## config.mk

```make
export PLATFORM = sky130hd
export DESIGN_NAME = json_token_scanner_unit
export DESIGN_NICKNAME = d
export VERILOG_FILES = /design/src/hdl/jts_pkg.sv /design/src/hdl/jts_ctrl.sv /design/src/hdl/jts_datapath.sv /design/src/hdl/json_token_scanner_unit.sv
export SDC_FILE = /design/constraint.sdc
export NUM_CORES = 1
export LEC_CHECK = 0
export ABC_AREA = 1
export ABC_CLOCK_PERIOD_IN_PS = 4500
export BUFFER_PORTS_ARGS = -buffer_cell sky130_fd_sc_hd__buf_4
export CAP_MARGIN = 20
export CORE_ASPECT_RATIO = 1.1
export CORE_MARGIN = 2
export CORE_UTILIZATION = 30
export DETAILED_ROUTE_END_ITERATION = 12
export PLACE_DENSITY = 0.49
export SKIP_CTS_REPAIR_TIMING = 1
export SYNTH_ARGS = -nofsm -noshare
export SYNTH_HDL_FRONTEND = slang
export SYNTH_SLANG_ARGS = --single-unit
```

## constraint.sdc

```tcl
create_clock -name clk -period 4.5 [get_ports clk]
set_input_delay 0.45 -clock clk [delete_from_list [all_inputs] [get_ports clk]]
set_output_delay 0.45 -clock clk [all_outputs]
set_load 0.05 [all_outputs]
```

## src/hdl/jts_pkg.sv

```systemverilog
// Shared types, codes and literal tables for the JSON token scanner.
// Used by jts_ctrl, jts_datapath and json_token_scanner_unit; depends on nothing.
package jts_pkg;

  // One text byte as it arrives on the input channel.
  typedef struct packed {
    logic [7:0] in_byte;
    logic       in_last;
  } in_word_t;

  // One token as it leaves on the output channel.
  typedef struct packed {
    logic [3:0]  token_type;
    logic [15:0] token_start;
    logic [15:0] token_length;
    logic        token_last;
  } out_word_t;

  localparam logic [3:0] TT_LBRACE   = 4'd0;
  localparam logic [3:0] TT_RBRACE   = 4'd1;
  localparam logic [3:0] TT_LBRACKET = 4'd2;
  localparam logic [3:0] TT_RBRACKET = 4'd3;
  localparam logic [3:0] TT_COLON    = 4'd4;
  localparam logic [3:0] TT_COMMA    = 4'd5;
  localparam logic [3:0] TT_STRING   = 4'd6;
  localparam logic [3:0] TT_NUMBER   = 4'd7;
  localparam logic [3:0] TT_TRUE     = 4'd8;
  localparam logic [3:0] TT_EOF      = 4'd11;
  localparam logic [3:0] TT_ERROR    = 4'd12;

  localparam logic [1:0] KIND_TRUE  = 2'd0;
  localparam logic [1:0] KIND_FALSE = 2'd1;
  localparam logic [1:0] KIND_NULL  = 2'd2;

  // Operations that the controller hands to the datapath.
  typedef enum logic [2:0] {
    CMD_NONE,
    CMD_LATCH,
    CMD_MODE,
    CMD_SCAN_BYTE,
    CMD_SCAN_BUF,
    CMD_FLUSH,
    CMD_EOF,
    CMD_DONE
  } cmd_t;

  typedef struct packed {
    logic hold;        // a token is parked and the output register cannot take it
    logic need_scan;   // the current byte must still be scanned from idle
    logic fail_start;  // a literal mismatch has begun
    logic fail_more;   // more buffered literal bytes remain to rescan
    logic last;        // the byte at hand ends the text
  } status_t;

  function automatic logic [7:0] lit_char(input logic [1:0] kind, input logic [2:0] idx);
    logic [7:0] ch;
    ch = 8'h00;
    case (kind)
      KIND_FALSE: begin
        case (idx)
          3'd0: ch = 8'h66;
          3'd1: ch = 8'h61;
          3'd2: ch = 8'h6C;
          3'd3: ch = 8'h73;
          3'd4: ch = 8'h65;
          default: ch = 8'h00;
        endcase
      end
      KIND_NULL: begin
        case (idx)
          3'd0: ch = 8'h6E;
          3'd1: ch = 8'h75;
          3'd2: ch = 8'h6C;
          3'd3: ch = 8'h6C;
          default: ch = 8'h00;
        endcase
      end
      default: begin
        case (idx)
          3'd0: ch = 8'h74;
          3'd1: ch = 8'h72;
          3'd2: ch = 8'h75;
          3'd3: ch = 8'h65;
          default: ch = 8'h00;
        endcase
      end
    endcase
    return ch;
  endfunction

  function automatic logic [2:0] lit_len(input logic [1:0] kind);
    return (kind == KIND_FALSE) ? 3'd5 : 3'd4;
  endfunction

endpackage

```

## src/hdl/jts_ctrl.sv

```systemverilog
// Sequencer of the JSON token scanner: walks each byte through its scan steps.
// Depends on jts_pkg; drives the command input of jts_datapath.
module jts_ctrl (
  input  logic              clk,
  input  logic              rst,
  input  logic              byte_valid,
  output logic              byte_ready,
  input  jts_pkg::status_t  status,
  output jts_pkg::cmd_t     cmd
);

  typedef enum logic [6:0] {
    ST_WAIT = 7'b0000001,
    ST_MODE = 7'b0000010,
    ST_FAIL = 7'b0000100,
    ST_SCAN = 7'b0001000,
    ST_LAST = 7'b0010000,
    ST_EOF  = 7'b0100000,
    ST_DONE = 7'b1000000
  } state_t;

  state_t state, state_next;
  logic   fail_to_eof, fail_to_eof_next;

  always_comb begin
    state_next       = state;
    fail_to_eof_next = fail_to_eof;
    cmd              = jts_pkg::CMD_NONE;
    case (state)
      ST_WAIT: begin
        if (byte_valid) begin
          cmd        = jts_pkg::CMD_LATCH;
          state_next = ST_MODE;
        end
      end
      ST_MODE: begin
        if (!status.hold) begin
          cmd = jts_pkg::CMD_MODE;
          if (status.fail_start) begin
            fail_to_eof_next = 1'b0;
            state_next       = status.fail_more ? ST_FAIL : ST_SCAN;
          end else if (status.need_scan) begin
            state_next = ST_SCAN;
          end else begin
            state_next = ST_LAST;
          end
        end
      end
      ST_FAIL: begin
        if (!status.hold) begin
          cmd = jts_pkg::CMD_SCAN_BUF;
          if (!status.fail_more) begin
            state_next = fail_to_eof ? ST_EOF : ST_SCAN;
          end
        end
      end
      ST_SCAN: begin
        if (!status.hold) begin
          cmd        = jts_pkg::CMD_SCAN_BYTE;
          state_next = ST_LAST;
        end
      end
      ST_LAST: begin
        if (!status.last) begin
          state_next = ST_DONE;
        end else if (!status.hold) begin
          cmd = jts_pkg::CMD_FLUSH;
          if (status.fail_start) begin
            fail_to_eof_next = 1'b1;
            state_next       = status.fail_more ? ST_FAIL : ST_EOF;
          end else begin
            state_next = ST_EOF;
          end
        end
      end
      ST_EOF: begin
        if (!status.hold) begin
          cmd        = jts_pkg::CMD_EOF;
          state_next = ST_DONE;
        end
      end
      ST_DONE: begin
        if (!status.hold) begin
          cmd        = jts_pkg::CMD_DONE;
          state_next = ST_WAIT;
        end
      end
      default: begin
        state_next = ST_WAIT;
      end
    endcase
  end

  always_ff @(posedge clk) begin
    if (rst) begin
      state       <= ST_WAIT;
      fail_to_eof <= 1'b0;
    end else begin
      state       <= state_next;
      fail_to_eof <= fail_to_eof_next;
    end
  end

  assign byte_ready = (state == ST_WAIT);

endmodule

```

## src/hdl/jts_datapath.sv

```systemverilog
// Datapath of the JSON token scanner: scan state, literal buffer, token staging.
// Depends on jts_pkg; executes the commands issued by jts_ctrl.
module jts_datapath #(
  parameter int MAX_TEXT_BYTES
) (
  input  logic                clk,
  input  logic                rst,
  input  jts_pkg::cmd_t       cmd,
  output jts_pkg::status_t    status,
  input  jts_pkg::in_word_t   byte_data,
  output logic                token_valid,
  input  logic                token_ready,
  output jts_pkg::out_word_t  token_data
);

  localparam int OW = $clog2(MAX_TEXT_BYTES);
  localparam logic [OW:0]   MAX_W  = (OW + 1)'(MAX_TEXT_BYTES);
  localparam logic [OW-1:0] POS_TOP = OW'(MAX_TEXT_BYTES - 1);

  localparam logic [7:0] CH_TAB    = 8'h09;
  localparam logic [7:0] CH_LF     = 8'h0A;
  localparam logic [7:0] CH_CR     = 8'h0D;
  localparam logic [7:0] CH_SPACE  = 8'h20;
  localparam logic [7:0] CH_QUOTE  = 8'h22;
  localparam logic [7:0] CH_COMMA  = 8'h2C;
  localparam logic [7:0] CH_MINUS  = 8'h2D;
  localparam logic [7:0] CH_DOT    = 8'h2E;
  localparam logic [7:0] CH_ZERO   = 8'h30;
  localparam logic [7:0] CH_NINE   = 8'h39;
  localparam logic [7:0] CH_COLON  = 8'h3A;
  localparam logic [7:0] CH_LBRKT  = 8'h5B;
  localparam logic [7:0] CH_BSLASH = 8'h5C;
  localparam logic [7:0] CH_RBRKT  = 8'h5D;
  localparam logic [7:0] CH_F      = 8'h66;
  localparam logic [7:0] CH_N      = 8'h6E;
  localparam logic [7:0] CH_T      = 8'h74;
  localparam logic [7:0] CH_LBRACE = 8'h7B;
  localparam logic [7:0] CH_RBRACE = 8'h7D;

  typedef enum logic [3:0] {
    MODE_IDLE    = 4'b0001,
    MODE_STRING  = 4'b0010,
    MODE_NUMBER  = 4'b0100,
    MODE_LITERAL = 4'b1000
  } scan_mode_t;

  function automatic logic [OW-1:0] wrap_inc(input logic [OW-1:0] p);
    return (p == POS_TOP) ? '0 : p + OW'(1);
  endfunction

  function automatic logic [OW-1:0] wrap_add(input logic [OW-1:0] b, input logic [1:0] i);
    logic [OW:0] s;
    s = {1'b0, b} + (OW + 1)'(i);
    if (s >= MAX_W) s = s - MAX_W;
    return s[OW-1:0];
  endfunction

  function automatic logic [15:0] to_start(input logic [OW-1:0] p);
    logic [OW+15:0] e;
    e = {16'b0, p};
    return e[15:0];
  endfunction

  // Scan state.
  scan_mode_t       mode, mode_next;
  logic             esc, esc_next;
  logic             frac, frac_next;
  logic [OW-1:0]    byte_offset, offset_next;
  logic [OW-1:0]    token_begin, begin_next;
  logic [15:0]      tok_len, len_next;
  logic [1:0]       lit_kind, kind_next;
  logic [2:0]       lit_cnt, cnt_next;
  logic [7:0]       lit_buf [4];
  logic             buf_we;
  logic [1:0]       buf_waddr;
  logic [7:0]       buf_wdata;

  // Byte at hand and literal rescan bookkeeping.
  logic [7:0]       c_reg, c_next;
  logic             last_reg, last_next;
  logic [OW-1:0]    pos, pos_next;
  logic [OW-1:0]    fail_base, fail_base_next;
  logic [2:0]       fail_cnt, fail_cnt_next;
  logic [1:0]       fail_idx, fail_idx_next;

  // Token staging: one parked word so that the last word of a byte can be flagged.
  jts_pkg::out_word_t pend;
  logic               pend_valid;
  jts_pkg::out_word_t tok;
  logic               tok_emit;
  logic               release_pend;

  logic [7:0]       scan_byte;
  logic [OW-1:0]    scan_pos;
  logic [OW-1:0]    fail_pos;
  logic             do_scan;
  logic             need_scan, fail_start, fail_more;
  logic [15:0]      len_inc;
  logic [1:0]       k_eff;
  logic             lit_match;
  logic             out_free;

  assign fail_pos  = wrap_add(fail_base, fail_idx);
  assign scan_byte = (cmd == jts_pkg::CMD_SCAN_BUF) ? lit_buf[fail_idx] : c_reg;
  assign scan_pos  = (cmd == jts_pkg::CMD_SCAN_BUF) ? fail_pos : pos;
  assign len_inc   = (tok_len == 16'hFFFF) ? tok_len : tok_len + 16'd1;
  assign k_eff     = (lit_kind == 2'd3) ? jts_pkg::KIND_TRUE : lit_kind;
  assign lit_match = (lit_cnt < jts_pkg::lit_len(k_eff)) &&
                     (c_reg == jts_pkg::lit_char(k_eff, lit_cnt));

  always_comb begin
    mode_next      = mode;
    esc_next       = esc;
    frac_next      = frac;
    offset_next    = byte_offset;
    begin_next     = token_begin;
    len_next       = tok_len;
    kind_next      = lit_kind;
    cnt_next       = lit_cnt;
    buf_we         = 1'b0;
    buf_waddr      = lit_cnt[1:0];
    buf_wdata      = c_reg;
    c_next         = c_reg;
    last_next      = last_reg;
    pos_next       = pos;
    fail_base_next = fail_base;
    fail_cnt_next  = fail_cnt;
    fail_idx_next  = fail_idx;
    tok            = '0;
    tok_emit       = 1'b0;
    release_pend   = 1'b0;
    do_scan        = 1'b0;
    need_scan      = 1'b0;
    fail_start     = 1'b0;
    fail_more      = 1'b0;

    case (cmd)
      jts_pkg::CMD_LATCH: begin
        c_next    = byte_data.in_byte;
        last_next = byte_data.in_last;
        pos_next  = byte_offset;
      end
      jts_pkg::CMD_MODE: begin
        case (mode)
          MODE_STRING: begin
            if (esc) begin
              esc_next = 1'b0;
              len_next = len_inc;
            end else if (c_reg == CH_BSLASH) begin
              esc_next = 1'b1;
              len_next = len_inc;
            end else if (c_reg == CH_QUOTE) begin
              tok_emit           = 1'b1;
              tok.token_type     = jts_pkg::TT_STRING;
              tok.token_start    = to_start(token_begin);
              tok.token_length   = tok_len;
              mode_next          = MODE_IDLE;
            end else begin
              len_next = len_inc;
            end
          end
          MODE_NUMBER: begin
            if (c_reg >= CH_ZERO && c_reg <= CH_NINE) begin
              len_next = len_inc;
            end else if (c_reg == CH_DOT && !frac) begin
              frac_next = 1'b1;
              len_next  = len_inc;
            end else begin
              tok_emit         = 1'b1;
              tok.token_type   = jts_pkg::TT_NUMBER;
              tok.token_start  = to_start(token_begin);
              tok.token_length = tok_len;
              mode_next        = MODE_IDLE;
              need_scan        = 1'b1;
            end
          end
          MODE_LITERAL: begin
            if (lit_match) begin
              if ((lit_cnt + 3'd1) == jts_pkg::lit_len(k_eff)) begin
                tok_emit         = 1'b1;
                tok.token_type   = jts_pkg::TT_TRUE + {2'b00, k_eff};
                tok.token_start  = to_start(token_begin);
                tok.token_length = {13'd0, jts_pkg::lit_len(k_eff)};
                mode_next        = MODE_IDLE;
                cnt_next         = 3'd0;
              end else begin
                buf_we    = 1'b1;
                buf_waddr = lit_cnt[1:0];
                buf_wdata = c_reg;
                cnt_next  = lit_cnt + 3'd1;
              end
            end else begin
              // Mismatch: error at the literal's first byte, rest is rescanned.
              tok_emit        = 1'b1;
              tok.token_type  = jts_pkg::TT_ERROR;
              tok.token_start = to_start(token_begin);
              mode_next       = MODE_IDLE;
              cnt_next        = 3'd0;
              fail_base_next  = token_begin;
              fail_cnt_next   = lit_cnt;
              fail_idx_next   = 2'd1;
              fail_start      = 1'b1;
              fail_more       = (lit_cnt > 3'd1);
              need_scan       = 1'b1;
            end
          end
          default: begin
            mode_next = MODE_IDLE;
            do_scan   = 1'b1;
          end
        endcase
      end
      jts_pkg::CMD_SCAN_BYTE: begin
        do_scan = 1'b1;
      end
      jts_pkg::CMD_SCAN_BUF: begin
        do_scan       = 1'b1;
        fail_idx_next = fail_idx + 2'd1;
        fail_more     = (({1'b0, fail_idx} + 3'd1) < fail_cnt);
      end
      jts_pkg::CMD_FLUSH: begin
        case (mode)
          MODE_STRING: begin
            tok_emit         = 1'b1;
            tok.token_type   = jts_pkg::TT_STRING;
            tok.token_start  = to_start(token_begin);
            tok.token_length = tok_len;
          end
          MODE_NUMBER: begin
            tok_emit         = 1'b1;
            tok.token_type   = jts_pkg::TT_NUMBER;
            tok.token_start  = to_start(token_begin);
            tok.token_length = tok_len;
          end
          MODE_LITERAL: begin
            tok_emit        = 1'b1;
            tok.token_type  = jts_pkg::TT_ERROR;
            tok.token_start = to_start(token_begin);
            cnt_next        = 3'd0;
            fail_base_next  = token_begin;
            fail_cnt_next   = lit_cnt;
            fail_idx_next   = 2'd1;
            fail_start      = 1'b1;
            fail_more       = (lit_cnt > 3'd1);
          end
          default: begin
          end
        endcase
        mode_next = MODE_IDLE;
      end
      jts_pkg::CMD_EOF: begin
        tok_emit        = 1'b1;
        tok.token_type  = jts_pkg::TT_EOF;
        tok.token_start = to_start(wrap_inc(pos));
        mode_next       = MODE_IDLE;
        esc_next        = 1'b0;
        frac_next       = 1'b0;
        cnt_next        = 3'd0;
      end
      jts_pkg::CMD_DONE: begin
        offset_next  = last_reg ? '0 : wrap_inc(pos);
        release_pend = 1'b1;
      end
      default: begin
      end
    endcase

    // Scan of one byte from idle: the current byte or a rescanned literal byte.
    if (do_scan) begin
      case (scan_byte)
        CH_SPACE, CH_TAB, CH_CR, CH_LF: begin
        end
        CH_LBRACE, CH_RBRACE, CH_LBRKT, CH_RBRKT, CH_COLON, CH_COMMA: begin
          tok_emit         = 1'b1;
          tok.token_start  = to_start(scan_pos);
          tok.token_length = 16'd1;
          case (scan_byte)
            CH_LBRACE: tok.token_type = jts_pkg::TT_LBRACE;
            CH_RBRACE: tok.token_type = jts_pkg::TT_RBRACE;
            CH_LBRKT:  tok.token_type = jts_pkg::TT_LBRACKET;
            CH_RBRKT:  tok.token_type = jts_pkg::TT_RBRACKET;
            CH_COLON:  tok.token_type = jts_pkg::TT_COLON;
            default:   tok.token_type = jts_pkg::TT_COMMA;
          endcase
        end
        CH_QUOTE: begin
          mode_next  = MODE_STRING;
          begin_next = wrap_inc(scan_pos);
          len_next   = 16'd0;
          esc_next   = 1'b0;
        end
        CH_T, CH_F, CH_N: begin
          mode_next  = MODE_LITERAL;
          kind_next  = (scan_byte == CH_T) ? jts_pkg::KIND_TRUE :
                       (scan_byte == CH_F) ? jts_pkg::KIND_FALSE : jts_pkg::KIND_NULL;
          buf_we     = 1'b1;
          buf_waddr  = 2'd0;
          buf_wdata  = scan_byte;
          cnt_next   = 3'd1;
          begin_next = scan_pos;
        end
        default: begin
          if (scan_byte == CH_MINUS || (scan_byte >= CH_ZERO && scan_byte <= CH_NINE)) begin
            mode_next  = MODE_NUMBER;
            begin_next = scan_pos;
            len_next   = 16'd1;
            frac_next  = 1'b0;
          end else begin
            tok_emit        = 1'b1;
            tok.token_type  = jts_pkg::TT_ERROR;
            tok.token_start = to_start(scan_pos);
          end
        end
      endcase
    end
  end

  assign out_free = !token_valid || token_ready;

  always_comb begin
    status            = '0;
    status.hold       = pend_valid && !out_free;
    status.need_scan  = need_scan;
    status.fail_start = fail_start;
    status.fail_more  = fail_more;
    status.last       = last_reg;
  end

  always_ff @(posedge clk) begin
    if (rst) begin
      mode        <= MODE_IDLE;
      esc         <= 1'b0;
      frac        <= 1'b0;
      byte_offset <= '0;
      token_begin <= '0;
      tok_len     <= 16'd0;
      lit_kind    <= 2'd0;
      lit_cnt     <= 3'd0;
      pend_valid  <= 1'b0;
      token_valid <= 1'b0;
    end else begin
      mode        <= mode_next;
      esc         <= esc_next;
      frac        <= frac_next;
      byte_offset <= offset_next;
      token_begin <= begin_next;
      tok_len     <= len_next;
      lit_kind    <= kind_next;
      lit_cnt     <= cnt_next;

      // The controller only steps while a parked word can move on.
      if (tok_emit) begin
        if (pend_valid) begin
          token_data  <= {pend.token_type, pend.token_start, pend.token_length, 1'b0};
          token_valid <= 1'b1;
        end else if (token_valid && token_ready) begin
          token_valid <= 1'b0;
        end
        pend       <= tok;
        pend_valid <= 1'b1;
      end else if (release_pend && pend_valid) begin
        token_data  <= {pend.token_type, pend.token_start, pend.token_length, 1'b1};
        token_valid <= 1'b1;
        pend_valid  <= 1'b0;
      end else if (token_valid && token_ready) begin
        token_valid <= 1'b0;
      end
    end
  end

  always_ff @(posedge clk) begin
    c_reg     <= c_next;
    last_reg  <= last_next;
    pos       <= pos_next;
    fail_base <= fail_base_next;
    fail_cnt  <= fail_cnt_next;
    fail_idx  <= fail_idx_next;
    if (buf_we) begin
      lit_buf[buf_waddr] <= buf_wdata;
    end
  end

endmodule

```

## src/hdl/json_token_scanner_unit.sv

```systemverilog
// Streaming JSON lexer: one text byte in per handshake, tokens with type, start and
// length out. The sequencer in jts_ctrl walks each accepted byte through its latch and
// mode steps; a byte that breaks a literal also gets a rescan of the buffered literal
// bytes, one that ends a number or breaks a literal a scan from idle, and the final
// byte of a text the flush and the EOF word. A new byte is taken only once the last
// is done. The sequencer moves one scan step and at most one token word per cycle while
// the output is not stalled. Positions wrap at MAX_TEXT_BYTES and are reported modulo
// 65536. Depends on jts_pkg, jts_ctrl and jts_datapath.
module json_token_scanner_unit #(
  parameter int MAX_TEXT_BYTES = 65536
) (
  input  logic                clk,
  input  logic                rst,
  input  logic                byte_valid,
  output logic                byte_ready,
  input  jts_pkg::in_word_t   byte_data,
  output logic                token_valid,
  input  logic                token_ready,
  output jts_pkg::out_word_t  token_data
);

  jts_pkg::cmd_t    cmd;
  jts_pkg::status_t status;

  jts_ctrl u_ctrl (
    .clk        (clk),
    .rst        (rst),
    .byte_valid (byte_valid),
    .byte_ready (byte_ready),
    .status     (status),
    .cmd        (cmd)
  );

  jts_datapath #(
    .MAX_TEXT_BYTES (MAX_TEXT_BYTES)
  ) u_datapath (
    .clk         (clk),
    .rst         (rst),
    .cmd         (cmd),
    .status      (status),
    .byte_data   (byte_data),
    .token_valid (token_valid),
    .token_ready (token_ready),
    .token_data  (token_data)
  );

`ifndef ASSERT_OFF
  // No step may run while a parked word is blocked behind a full output register.
  a_no_step_on_hold: assert property (@(posedge clk) disable iff (rst)
    status.hold |-> (cmd == jts_pkg::CMD_NONE))
    else $error("scan step issued while token staging is blocked");

  // EOF is always the final word caused by its byte.
  a_eof_is_last: assert property (@(posedge clk) disable iff (rst)
    (token_valid && (token_data.token_type == jts_pkg::TT_EOF)) |-> token_data.token_last)
    else $error("EOF word not flagged as last");

  // Error and EOF words carry no text.
  a_zero_length: assert property (@(posedge clk) disable iff (rst)
    (token_valid && ((token_data.token_type == jts_pkg::TT_ERROR) ||
                     (token_data.token_type == jts_pkg::TT_EOF)))
    |-> (token_data.token_length == 16'd0))
    else $error("error or EOF word with nonzero length");
`endif

endmodule
```

==> flow_metrics.py, run 1 <==
metrics = {
    "grt": {
        "antenna_found_initial": 0,
        "grt_pass1_vias": 9161,
        "grt_max_degree": 42,
        "overflow": 0,
        "grt_pass1_wl_mm": 50.9,
        "track_usage_pct": 16.0,
    },
    "clock_tree": {
        "numClockSinks": 222,
        "cts-root-buf": "clkbuf_16",
        "clk_pin_slew_ns": 0.06,
        "htreeDepth": 1,
        "cts_made_buffers": 25,
        "ctsLongestPathBuffers": 3,
        "cts_tree": "built",
        "clk_latency_ns": 0.53,
    },
    "worst_setup_path": {
        "worstSetupPathType": "reg2reg",
        "path_max_fanout": 36,
        "r2r_end": "u_datapath.pend[30]$_DFFE_PP_",
        "rr_worst_depth": 17,
        "worstSetupEndpointType": "flop",
        "start_kind": "flop",
        "rrSetupSlack_ns": 0.88,
        "crit_required_ns": 4.67,
        "cp.arrival_ns": 3.79,
    },
    "yosys": {
        "yosys.area_share.adder_pct": 1.97,
        "yosys_warnings": 0,
        "yosysUniqueCellTypes": 63,
        "synth_xor_area_share_pct": 1.34,
        "yosys-top-cells-area": "edfxtp_1 (38%), nand2_1 (12%), dfxtp_1 (12%), inv_1 (4.5%), nor2_1 (4.4%)",
        "synth_top_family_by_area": "simple AND/OR/NAND/NOR gates",
        "synth_seq_cells": 222,
        "synth_top_area_cell": "edfxtp_1",
        "synth_common_cells": "nand2_1 (385), edfxtp_1 (151), inv_1 (142)",
        "synthMuxAreaShare_pct": 0,
        "synth_edf_count": 151,
        "synth_nets": 1412,
        "ys_seq_area_share_pct": 50.5,
        "synth-simple-area-share_pct": 29.4,
        "syn-instance-count": 1381,
        "syn_area_per_cell_um2": 8.53,
        "synth_area_um2": 11800,
        "yosysMostFrequentCell": "nand2_1",
        "ys.flop_type": "edfxtp_1",
        "synthDominantCellAreaShare_pct": 38.5,
        "ys_async_sr_fraction_pct": 0,
        "synth_compound_area_share_pct": 9.71,
    },
    "floorplanning": {
        "core_area_um2": 39000,
        "pin_count": 52,
        "start_util_pct": 30.2,
        "die_w_um": 193,
        "std_cell_rows": 76,
        "die_area_um2": 40900,
        "die_h_um": 212,
    },
    "detailed_routing": {
        "antenna_left": 0,
        "routed_wl_mm": 32.4,
        "wire_per_inst_um": 16.5,
        "first_iter_violations": 628,
        "dr.pass1.iters": 5,
        "drcViolationCount": 0,
        "num_vias": 9449,
        "viasPerCell": 4.81,
    },
    "sta": {
        "finalSetupTns_ns": 0,
        "rsz0062_at_grt": "false",
        "clock_skew_ns": 0.0147,
        "tightest_slew_ns": 1.02,
        "drv_slew": 0,
        "timing.final.crit_share_pct": 80.5,
        "max_slew_margin_pct": 30.5,
        "hold_slack_ns": 0.0883,
        "setup_violations": 0,
        "fmax_mhz": 276,
        "finalHoldViolations": 0,
        "period_needed_ns": 3.62,
    },
    "final_layout": {
        "layout-drive-gt1-share_pct": 13.4,
        "nets": 1471,
        "area_growth_pct": 13.8,
        "design_area_um2": 13400,
        "largest_register_ffs": 37,
        "top_register": "u_datapath.token_data",
        "reg_top3": "u_datapath.token_data: 37 flops, u_datapath.pend: 36 flops, u_datapath.lit_buf: 32 flops",
        "antenna_cells": 0,
    },
    "place": {
        "dpl_cell_area_um2": 12700,
        "hpwlAfterDp_mm": 25.0,
        "io_buffers": 51,
        "gp_congestion": 0.893,
    },
    "min_path": {
        "whs_path_depth": 1,
        "hold_end": "u_datapath.c_reg[3]$_DFFE_PN_",
        "min_from": "byte_data[4]",
        "hold_path_class": "in2reg",
    },
    "job": {
        "maxCapViolations": 0,
    },
    "status": {
        "status": "finished, final reports clean",
    },
    "power_and_ir_drop": {
        "power_density_nw_per_um2": 345,
        "leakagePower_nw": 5.31,
        "irDropWorstVdd_mv": 0.231,
    },
}
[area by class of cell]
cell class,instances,area (um^2)
clock buffer,28,637
clock inverter,17,108
fill,4004,25600
inverter,161,614
multi-input combinational,969,5010
sequential,222,5960
tap,507,634
timing repair buffer,61,458
[critical path, cell delays in order (launching register included)]
cell     delay (ns)
dfxtp_1        0.74
inv_1          0.37
nand2_1        0.14
nand3_1        0.07
nand2_1        0.10
o21ai_1        0.17
nand2_1        0.15
nor2_2         0.06
nand3_2        0.08
nand2_4        0.11
inv_4          0.12
nand2_4        0.07
nor2_8         0.17
nand2_4        0.16
nand4_1        0.16
nand2_1        0.08
inv_1          0.08
buf_4          0.40
[where the power goes]
group          switching [W]  total [W]  internal [W]
Combinational       0.000354   0.000488      0.000134
Sequential         0.0000553    0.00229       0.00224
Clock               0.000821    0.00185       0.00103
[cells in the final DEF, fill, tap and decap left out, drive strengths merged, types with 5 or more instances in the layout]
master	instances
nand2	416
inv	161
nor2	157
edfxtp	151
nand3	98
a21oi	73
dfxtp	71
buf	61
o21ai	60
nand4	37
clkbuf	28
nor3	25
o211ai	17
xor2	17
ha	17
clkinv	13
nor4	8
o22ai	5
[cell families (layout without fill, tap and decap cells)]
| kind of cell | after synthesis | count (layout) |
|---|---|---|
| adder cells (fa/ha/maj) | 18 | 18 |
| buffers and inverters | 190 | 267 |
| flip-flops | 222 | 222 |
| AO/OA/AOI/OAI | 184 | 184 |
| AND/OR/NAND/NOR | 749 | 749 |
| XOR/XNOR | 18 | 18 |
[worst max path at each step]
| stage | end | depth (start not counted) | slack, ns | from |
|---|---|---|---|---|
| floorplan | u_datapath.lit_buf[1][0]$_DFFE_PP_ | 9 | 1.20 | u_datapath.token_valid$_SDFF_PP0_ |
| global placement | u_datapath.pend[30]$_DFFE_PP_ | 17 | 0.97 | flop |
| detailed placement | u_datapath.pend[30]$_DFFE_PP_ | 17 | 0.84 | flop |
| CTS | u_datapath.pend[30]$_DFFE_PP_ | 17 | 0.83 | flop |
| global route | u_datapath.pend[28]$_DFFE_PP_ | 17 | 0.48 | flop |
| finish | u_datapath.pend[30]$_DFFE_PP_ | 17 | 0.88 | flop |
[layer usage]
metal | part of all wire, % | global-route usage, % | up-vias | routed length (um)
li1 | - | - | 4779 | -
met1 | 47 | 21.8 | 4359 | 15200
met2 | 45 | 26.2 | 260 | 14600
met3 | 5.2 | 2.07 | 51 | 1700
met4 | 2.9 | 5.75 | 0 | 948
met5 | 0 | 0 | - | 0
[stage by stage]
step           utilization (%)  setup WS, ns  total power, W  instances
2_1_floorplan                -          1.20         0.00267       1381
3_3_place_gp              32.5         0.966         0.00282       1920
6_report                  34.4         0.876         0.00463       1965
4_1_cts                   34.4         0.827         0.00470       1965
3_5_place_dp              32.5         0.840         0.00282       1920
5_1_grt                   34.4         0.481         0.00483       1965
Power figures use the tool's default switching activity.
==> run 2: changes to the inputs <==
--- a/config.mk
+++ b/config.mk
@@ -6,14 +6,14 @@
 export NUM_CORES = 1
 export LEC_CHECK = 0
 export ABC_AREA = 1
-export ABC_CLOCK_PERIOD_IN_PS = 4500
+export ABC_CLOCK_PERIOD_IN_PS = 3000
 export BUFFER_PORTS_ARGS = -buffer_cell sky130_fd_sc_hd__buf_4
 export CAP_MARGIN = 20
 export CORE_ASPECT_RATIO = 1.1
 export CORE_MARGIN = 2
 export CORE_UTILIZATION = 30
 export DETAILED_ROUTE_END_ITERATION = 12
-export PLACE_DENSITY = 0.49
+export PLACE_DENSITY = 0.5
 export SKIP_CTS_REPAIR_TIMING = 1
 export SYNTH_ARGS = -nofsm -noshare
 export SYNTH_HDL_FRONTEND = slang
==> constraint.sdc (replaced) <==
create_clock -name clk -period 3 [get_ports clk]
set_input_delay 0.3 -clock clk [delete_from_list [all_inputs] [get_ports clk]]
set_output_delay 0.3 -clock clk [all_outputs]
set_load 0.05 [all_outputs]
==> flow_metrics.py, run 2 (synthesized netlist as in run 1, its figures left out) <==
metrics = {
    "status": {
        "status": "finished, final reports clean",
    },
    "worst_setup_path": {
        "rr_startpoint": "u_datapath.fail_idx[0]$_DFFE_PP_",
        "start_kind": "flop",
        "worstSetupPathType": "reg2reg",
        "worstSetupStartpoint": "u_datapath.fail_idx[0]$_DFFE_PP_",
        "rrSetupSlack_ns": 0.16,
        "path_max_fanout": 5,
        "crit_required_ns": 3.47,
        "r2r_end": "u_datapath.token_begin[5]$_SDFFE_PP0P_",
        "cp-endpoint": "u_datapath.token_begin[5]$_SDFFE_PP0P_",
        "rr_worst_depth": 14,
        "cp.arrival_ns": 3.31,
        "worstSetupEndpointType": "flop",
    },
    "final_layout": {
        "area_growth_pct": 24.9,
        "nets": 1569,
        "antenna_cells": 0,
        "reg_top3": "u_datapath.token_data: 37 flops, u_datapath.pend: 36 flops, u_datapath.lit_buf: 32 flops",
        "layout-drive-gt1-share_pct": 22.2,
        "final_util_pct": 37.8,
        "top_register": "u_datapath.token_data",
        "largest_register_ffs": 37,
        "final_common_cell": "nand2_1",
        "final_cell_mix": "nand2_1 (368), edfxtp_1 (151), inv_1 (135)",
    },
    "power_and_ir_drop": {
        "switching_share_pct": 26.2,
        "p_clk_share_pct": 41.9,
        "irDropWorstVdd_mv": 0.368,
        "leakagePower_nw": 5.89,
        "power_density_nw_per_um2": 503,
        "p_int_w": 0.00547,
        "combPwrFrac_pct": 11.7,
        "p_switching_w": 0.00194,
        "seqPwrFrac_pct": 46.3,
    },
    "sta": {
        "drv_slew": 0,
        "fmax_mhz": 352,
        "setup_violations": 0,
        "tightest_slew_ns": 0.573,
        "timing.final.crit_share_pct": 94.6,
        "period_needed_ns": 2.84,
        "finalHoldViolations": 0,
        "worst_slack_ns": 0.162,
        "rsz0062_at_grt": "false",
        "max_slew_margin_pct": 60.8,
        "hold_slack_ns": 0.0697,
        "clock_skew_ns": 0.0185,
    },
    "job": {
        "maxCapViolations": 0,
    },
    "grt": {
        "overflow": 0,
        "grt_pass1_wl_mm": 52.1,
        "grt_max_degree": 40,
        "grt_pass1_vias": 9501,
        "antenna_found_initial": 0,
        "track_usage_pct": 16.4,
    },
    "floorplanning": {
        "start_util_pct": 30.2,
        "die_h_um": 212,
        "pin_count": 52,
        "die_area_um2": 40900,
        "std_cell_rows": 76,
        "die_w_um": 193,
        "core_area_um2": 39000,
    },
    "clock_tree": {
        "cts_tree": "built",
        "clk_pin_slew_ns": 0.06,
        "clk_latency_ns": 0.55,
        "cts-root-buf": "clkbuf_16",
        "numClockSinks": 222,
        "ctsLongestPathBuffers": 3,
        "cts_made_buffers": 25,
        "htreeDepth": 1,
    },
    "detailed_routing": {
        "antenna_left": 0,
        "drcViolationCount": 0,
        "dr.pass1.iters": 5,
        "viasPerCell": 4.78,
        "num_vias": 9867,
        "routed_wl_mm": 34.1,
        "wire_per_inst_um": 16.5,
        "first_iter_violations": 629,
    },
    "place": {
        "hpwlAfterDp_mm": 25.7,
        "place_worst_setup_slack_ns": -0.0678,
        "io_buffers": 51,
        "gp_congestion": 0.915,
    },
    "min_path": {
        "hold_path_class": "in2reg",
    },
}
-- run 2: changes by cell type in the layout (fill, tap and decap cells not counted), moves of 7 or more --
| cell | delta |
|---|---|
| buf_4 | +73 |
| dfxtp_1 | -7 |
| nand3_2 | +10 |
| ha_1 | -7 |
| inv_1 | -7 |
| nand2_2 | +15 |
| nand2_1 | -17 |
| dlygate4sd3_1 | +9 |
| nand3_1 | -9 |
| nor2_1 | -8 |
-- run 2: worst max-delay path: stages (launching register included) --
cell	delay [ns]
edfxtp_1	0.40
ha_2	0.23
fa_1	0.47
nand2_1	0.13
nor2_4	0.06
nand2_1	0.07
nand2_1	0.07
nand2_1	0.08
o21ai_0	0.15
nor2_1	0.23
nand4_1	0.25
buf_4	0.22
xor2_1	0.12
nand3b_1	0.16
a21oi_1	0.13
-- run 2: power groups by stage --
| stage | Clock [W] | Sequential [W] | Combinational, W |
|---|---|---|---|
| final | 0.00310 | 0.00343 | 0.000868 |
| after CTS | 0.00320 | 0.00343 | 0.000810 |
| after global placement | 0 | 0.00349 | 0.000809 |
| after global routing | 0.00333 | 0.00344 | 0.000959 |
| after detailed placement | 0 | 0.00349 | 0.000808 |
| after floorplan | 0 | 0.00347 | 0.000541 |
-- run 2: worst min path at each step --
| stage | cells past startpoint | endpoint | slack [ns] | from |
|---|---|---|---|---|
| finish | 4 | u_datapath.token_valid$_SDFF_PP0_ | 0.07 | token_ready |
| detailed placement | 0 | u_datapath.token_data[13]$_DFFE_PP_ | 0.41 | u_datapath.pend[13]$_DFFE_PP_ |
| CTS | 1 | u_datapath.c_reg[4]$_DFFE_PN_ | -0.1 | byte_data[5] |
| global route | 3 | u_ctrl.state[1]$_SDFFE_PP0P_ | 0.07 | byte_valid |
| floorplan | 0 | u_datapath.c_reg[0]$_DFFE_PN_ | 0.40 | byte_data[1] |
| global placement | 0 | u_datapath.token_data[23]$_DFFE_PP_ | 0.40 | u_datapath.pend[23]$_DFFE_PP_ |
-- run 2: per-layer routing --
metal  vias up  part of all wire, %  global-route usage, %
met5         -                    0                      0
met4         0                  2.8                   5.49
met3        61                  4.4                   2.07
met2       235                   47                   27.0
met1      4588                   46                   22.3
li1       4983                    -                      -
-- run 2: stage by stage --
| step | instance area [um^2] | total power, W | std cells | setup TNS, ns |
|---|---|---|---|---|
| after floorplan | 11800 | 0.00401 | 1381 | -1.44 |
| after global placement | 13200 | 0.00430 | 1984 | -0.434 |
| after detailed placement | 13200 | 0.00430 | 1984 | -4.01 |
| after CTS | 14100 | 0.00744 | 2030 | -6.34 |
| after global routing | 14700 | 0.00773 | 2064 | 0 |
| final | 14700 | 0.00740 | 2064 | 0 |
-- run 2: area by class of cell --
cell class	count	area (um^2)
Clock buffer	32	662
Multi-Input combinational cell	971	5320
Tap cell	507	634
Clock inverter	14	168
Fill cell	4037	24300
Timing Repair Buffer	157	1340
Sequential cell	222	5970
Inverter	161	631
